$ cat config.mk
export PLATFORM = sky130hd
export DESIGN_NAME = tcis_muldiv
export DESIGN_NICKNAME = d
export VERILOG_FILES = /design/src/hw/rtl/tcis_pkg.sv /design/src/hw/rtl/tcis_muldiv.sv
export SDC_FILE = /design/constraint.sdc
export NUM_CORES = 2
export LEC_CHECK = 0
export BUFFER_PORTS_ARGS = -buffer_cell sky130_fd_sc_hd__buf_2
export CORE_ASPECT_RATIO = 0.5
export CORE_MARGIN = 4
export CORE_UTILIZATION = 45
export CTS_CLUSTER_SIZE = 12
export DETAILED_ROUTE_END_ITERATION = 8
export PLACE_DENSITY = 0.67
export SLEW_MARGIN = 10
export SYNTH_ARGS = -nofsm -noshare
export SYNTH_HDL_FRONTEND = slang
export SYNTH_SLANG_ARGS = --single-unit
$ cat constraint.sdc
create_clock -name clock -period 7.6 [get_ports clock]
set_input_delay 0.38 -clock clock [delete_from_list [all_inputs] [get_ports clock]]
set_output_delay 0.38 -clock clock [all_outputs]
set_load 0.05 [all_outputs]
$ cat src/hw/rtl/tcis_pkg.sv
// Shared types, constants and helpers for the toy CPU instruction step core.
package tcis_pkg;

   localparam int MEM_WORDS = 256;
   localparam int MEM_AW    = $clog2(MEM_WORDS);
   localparam int REG_COUNT = 16;
   localparam int REG_AW    = $clog2(REG_COUNT);

   localparam logic [REG_AW-1:0] PC_IDX = REG_AW'(15);
   localparam logic [REG_AW-1:0] LR_IDX = REG_AW'(14);

   localparam logic [15:0] LDR_ADDR_MAX = 16'd1023;
   localparam logic [7:0]  LDR_REG_MAX  = 8'd15;

   localparam logic [2:0] FLAG_Z  = 3'b001;
   localparam logic [2:0] FLAG_LT = 3'b010;
   localparam logic [2:0] FLAG_GT = 3'b100;

   localparam logic REQ_WRITE = 1'b0;
   localparam logic REQ_EXEC  = 1'b1;

   localparam logic [7:0] OP_LDI = 8'd0;
   localparam logic [7:0] OP_LDX = 8'd1;
   localparam logic [7:0] OP_LDR = 8'd2;
   localparam logic [7:0] OP_STR = 8'd3;
   localparam logic [7:0] OP_ADD = 8'd4;
   localparam logic [7:0] OP_SUB = 8'd5;
   localparam logic [7:0] OP_MUL = 8'd6;
   localparam logic [7:0] OP_DIV = 8'd7;
   localparam logic [7:0] OP_CMP = 8'd8;
   localparam logic [7:0] OP_B   = 8'd9;
   localparam logic [7:0] OP_BL  = 8'd10;
   localparam logic [7:0] OP_BEQ = 8'd11;
   localparam logic [7:0] OP_BNE = 8'd12;
   localparam logic [7:0] OP_BLT = 8'd13;
   localparam logic [7:0] OP_BGT = 8'd14;
   localparam logic [7:0] OP_MOV = 8'd15;

   typedef struct packed {
      logic        req_type;
      logic [7:0]  mem_word_addr;
      logic [31:0] mem_word_data;
   } tcis_req_type;

   typedef struct packed {
      logic [31:0] next_pc;
      logic [2:0]  flags_out;
      logic        reg_write_valid;
      logic [3:0]  reg_write_index;
      logic [31:0] reg_write_value;
      logic        fault;
      logic        halted;
   } tcis_rsp_type;

   typedef struct packed {
      logic start;
      logic is_div;
   } tcis_md_ctl_type;

   // Word index of a byte address.
   function automatic logic [MEM_AW-1:0] byte_to_index(input logic [31:0] addr);
      logic [31:0] w;
      w = addr >> 2;
      return w[MEM_AW-1:0];
   endfunction

   // Word index of a write item address, taken modulo the memory depth.
   function automatic logic [MEM_AW-1:0] word_to_index(input logic [7:0] addr);
      logic [31:0] w;
      w = 32'(addr);
      return w[MEM_AW-1:0];
   endfunction

endpackage

$ cat src/hw/rtl/tcis_muldiv.sv
// Multiply (registered) and iterative signed divide (one quotient bit per cycle).
module tcis_muldiv (
   input  logic                     clock,
   input  logic                     reset,
   input  tcis_pkg::tcis_md_ctl_type ctl,
   input  logic [31:0]              num,
   input  logic [31:0]              den,
   output logic                     done,
   output logic [31:0]              result
);

   logic        busy_ff, busy_in;
   logic        done_ff, done_in;
   logic [5:0]  cnt_ff, cnt_in;
   logic [32:0] rem_ff, rem_in;
   logic [31:0] quo_ff, quo_in;
   logic [31:0] den_ff, den_in;
   logic        neg_ff, neg_in;
   logic [31:0] res_ff, res_in;
   logic [32:0] rem_sh;
   logic [31:0] num_mag, den_mag;

   assign num_mag = num[31] ? (32'd0 - num) : num;
   assign den_mag = den[31] ? (32'd0 - den) : den;
   assign rem_sh  = {rem_ff[31:0], quo_ff[31]};

   always_comb begin
      busy_in = busy_ff;
      done_in = 1'b0;
      cnt_in  = cnt_ff;
      rem_in  = rem_ff;
      quo_in  = quo_ff;
      den_in  = den_ff;
      neg_in  = neg_ff;
      res_in  = res_ff;
      if (ctl.start) begin
         if (!ctl.is_div) begin
            res_in  = 32'(num * den);
            done_in = 1'b1;
         end else if (den == 32'd0) begin
            res_in  = 32'd0;
            done_in = 1'b1;
         end else begin
            busy_in = 1'b1;
            cnt_in  = 6'd0;
            rem_in  = 33'd0;
            quo_in  = num_mag;
            den_in  = den_mag;
            neg_in  = num[31] ^ den[31];
         end
      end else if (busy_ff) begin
         if (rem_sh >= {1'b0, den_ff}) begin
            rem_in = rem_sh - {1'b0, den_ff};
            quo_in = {quo_ff[30:0], 1'b1};
         end else begin
            rem_in = rem_sh;
            quo_in = {quo_ff[30:0], 1'b0};
         end
         cnt_in = cnt_ff + 6'd1;
         if (cnt_ff == 6'd31) begin
            busy_in = 1'b0;
            done_in = 1'b1;
            res_in  = neg_ff ? (32'd0 - quo_in) : quo_in;
         end
      end
   end

   always_ff @(posedge clock) begin
      if (reset) begin
         busy_ff <= 1'b0;
         done_ff <= 1'b0;
      end else begin
         busy_ff <= busy_in;
         done_ff <= done_in;
      end
      cnt_ff <= cnt_in;
      rem_ff <= rem_in;
      quo_ff <= quo_in;
      den_ff <= den_in;
      neg_ff <= neg_in;
      res_ff <= res_in;
   end

   assign done   = done_ff;
   assign result = res_ff;

endmodule

==> results.json <==
{
  "dr.pass1.iters": 5,
  "cts_resized": 0,
  "r2r_cells": 19,
  "multiInputGateArea_mm2": 0.0185,
  "synth_commonest_cells": "inv_1 (446), fa_1 (409), nand2_1 (315)",
  "coreArea_mm2": 0.0542,
  "crit_path_start_kind": "input port",
  "hold_viol": 0,
  "synth_xor_area_frac": 0.0691,
  "grt_overflow_total": 0,
  "cts_setup_buffers": 0,
  "fp-row-count": 60,
  "hp-start": "reset",
  "synth_most_common_cell": "inv_1",
  "synth_compound_area_frac": 0.0878,
  "ys_types": 66,
  "synthAdderAreaFrac": 0.409,
  "fin_setup_tns_ps": 0,
  "clockBufferDepth": 2,
  "grt_max_degree": 81,
  "drc": 0,
  "synth_area_leaders": "fa_1 (33%), edfxtp_1 (16%), ha_1 (8.0%)",
  "cts.htree.levels": 4,
  "worstReg2RegStart": "rem_ff[9]$_SDFFCE_PP0P_",
  "finalCriticalPeriod_ps": 7070,
  "dieArea_mm2": 0.0593,
  "n_fill_cell": 5085,
  "start_util": 0.459,
  "synth_warnings": 0,
  "arrival_ps": 7220,
  "setup_viol": 0,
  "area_growth_pct": 7.50,
  "gp_congestion": 0.930,
  "holdPathStages": 2,
  "avgSynthCellArea_um2": 9.23,
  "cts.hold.buffers_added": 0,
  "fin_nets": 3349,
  "path_clk_slew_ps": 70,
  "yosysSeqAreaShare": 0.165,
  "num_vias": 19200,
  "hold_end": "busy_ff$_SDFFE_PP0P_",
  "finClkSkew_ps": 16.8,
  "tritoncts": "built",
  "synth_seq_cells": 137,
  "max_cap_violations": 0,
  "relSlewSlack": 0.377,
  "synthCells": 2694,
  "status": "finished, final reports clean",
  "syn_nets": 3330,
  "synth.area.mux_share": 0.00322,
  "via_per_inst": 5.54,
  "r2r_end": "result[30]$_DFFE_PP_",
  "clock.fmax_ghz": 0.141,
  "worst_pin_slew_ps": 935,
  "first_iter_violations": 1756,
  "cp-end-kind": "register",
  "cts_buffers": 17,
  "layout-drive-gt1-share": 0.0767,
  "cts.sink_count": 137,
  "numPortBuffers": 100,
  "clk_latency_ps": 430,
  "slew_viol_final": 0,
  "yosys.area_share.simple": 0.174,
  "cts_root_buffer": "clkbuf_16",
  "syn_area_mm2": 0.0249,
  "final_util": 0.493,
  "wire_per_inst_um": 21.0,
  "die_w_um": 340,
  "synth_top_cell_area_share": 0.329,
  "fin_crit_sh": 0.930,
  "wirelength_um": 73000,
  "hp-class": "input port to register",
  "rsz0062_at_grt": "false",
  "ys.flop_type": "edfxtp_1",
  "first_global_vias": 19900,
  "timing.reg2reg.setup_slack_ps": 890,
  "num_io_pins": 101,
  "crit_type": "input port to register",
  "die_y_um": 174,
  "async_flop_share": 0,
  "grt_usage": 0.252,
  "cp.required_ps": 7750,
  "final_antenna_net_count": 0,
  "synth_top_family_by_area": "adder cells",
  "synth_top_cell_by_area": "fa_1",
  "dp_hpwl_um": 57300,
  "synth_edf_count": 135,
  "crit_fanout": 21,
  "antenna_found_initial": 2,
  "ff_latch_area_mm2": 0.00409,
  "grt_pass1_wl_um": 116000
}
[worst max-delay path, cell delays in order]
cell and delay (ps):
buf_2 510, and2_1 250, fa_1 400, inv_1 80, fa_1 440, fa_1 470
fa_1 540, inv_1 40, ha_1 290, ha_1 320, fa_1 540, inv_1 60
fa_1 540, inv_1 40, ha_1 380, o2111ai_1 150, a311oi_1 480, o21ai_1 200
a211oi_1 270, o31ai_1 160, o21ai_1 250, a31oi_1 160, xnor2_1 160, o22ai_1 90
[worst max path at each step]
stage,startpoint,to
after detailed placement,num[9],result[30]$_DFFE_PP_
after global routing,num[9],result[30]$_DFFE_PP_
after floorplan,den[8],result[30]$_DFFE_PP_
after global placement,num[9],result[31]$_DFFE_PP_
after CTS,num[9],result[30]$_DFFE_PP_
final,num[9],result[31]$_DFFE_PP_
[routing by layer]
layer | vias up | global-route usage | share of wire
met5 | - | 0 | 0
met4 | 0 | 0.0866 | 0.038
li1 | 8542 | - | -
met2 | 836 | 0.405 | 0.46
met1 | 9676 | 0.338 | 0.41
met3 | 159 | 0.0569 | 0.092
[flip-flops by register name, indices dropped and copies added (netlist names)]
signal   count
neg_ff       1
den_ff      32
rem_ff      32
done         1
quo_ff      32
cnt_ff       6
result      32
busy_ff      1
[cells by family after synthesis]
logic type,Yosys count
flip-flops,137
AO/OA/AOI/OAI,329
buffers and inverters,605
AND/OR/NAND/NOR,851
XOR/XNOR,196
adder cells (fa/ha/maj),568
multiplexers,8
[cells in the final DEF (no fill, tap or decap), types with 5 or more instances in the layout]
cell / netlist / routed
mux2i_1: 8 / 8
o21bai_1: 5 / 5
a21oi_1: 97 / 97
nor2_1: 88 / 87
buf_4: 0 / 54
a211o_1: 5 / 5
o22ai_1: 22 / 22
nand3_1: 22 / 22
nand4_1: 8 / 8
o31ai_2: 5 / 5
buf_2: 3 / 99
nor2b_1: 10 / 10
nor4_1: 9 / 9
ha_1: 159 / 159
nand2_1: 315 / 315
nand2b_1: 17 / 17
o21ai_0: 38 / 38
a21o_1: 25 / 24
a211oi_1: 11 / 11
xnor2_1: 112 / 112
o21ai_1: 21 / 21
or3_1: 25 / 25
o21a_1: 10 / 10
or4_1: 16 / 16
and2_1: 308 / 308
fa_1: 409 / 409
o31ai_1: 28 / 28
clkinv_4: 0 / 7
edfxtp_1: 135 / 135
xor2_1: 84 / 84
o41ai_1: 16 / 16
nor3_1: 17 / 17
clkbuf_16: 0 / 17
inv_1: 446 / 446
a31oi_1: 5 / 5
o211ai_1: 5 / 5
[through the flow]
stage / instance area, um^2 / hold slack, ps / setup WS [ps] / cells
2_1_floorplan: 24900 / 452 / 691 / 2694
3_3_place_gp: 26200 / 499 / 289 / 3438
3_5_place_dp: 26200 / 506 / 210 / 3438
4_1_cts: 26700 / 112 / 670 / 3470
5_1_grt: 26700 / 126 / 235 / 3470
6_report: 26700 / 129 / 529 / 3471
[area by class of cell]
cell class | count | area share
tap | 744 | 0.0348
multi-input combinational | 1952 | 0.692
clock inverter | 15 | 0.00454
clock buffer | 17 | 0.0159
inverter | 448 | 0.0629
antenna | 1 | 0.0000937
timing repair buffer | 157 | 0.0367
sequential | 137 | 0.153
Power is not shown: default switching activity piles up to over one toggle a cycle in this logic, so the estimate is an artifact.
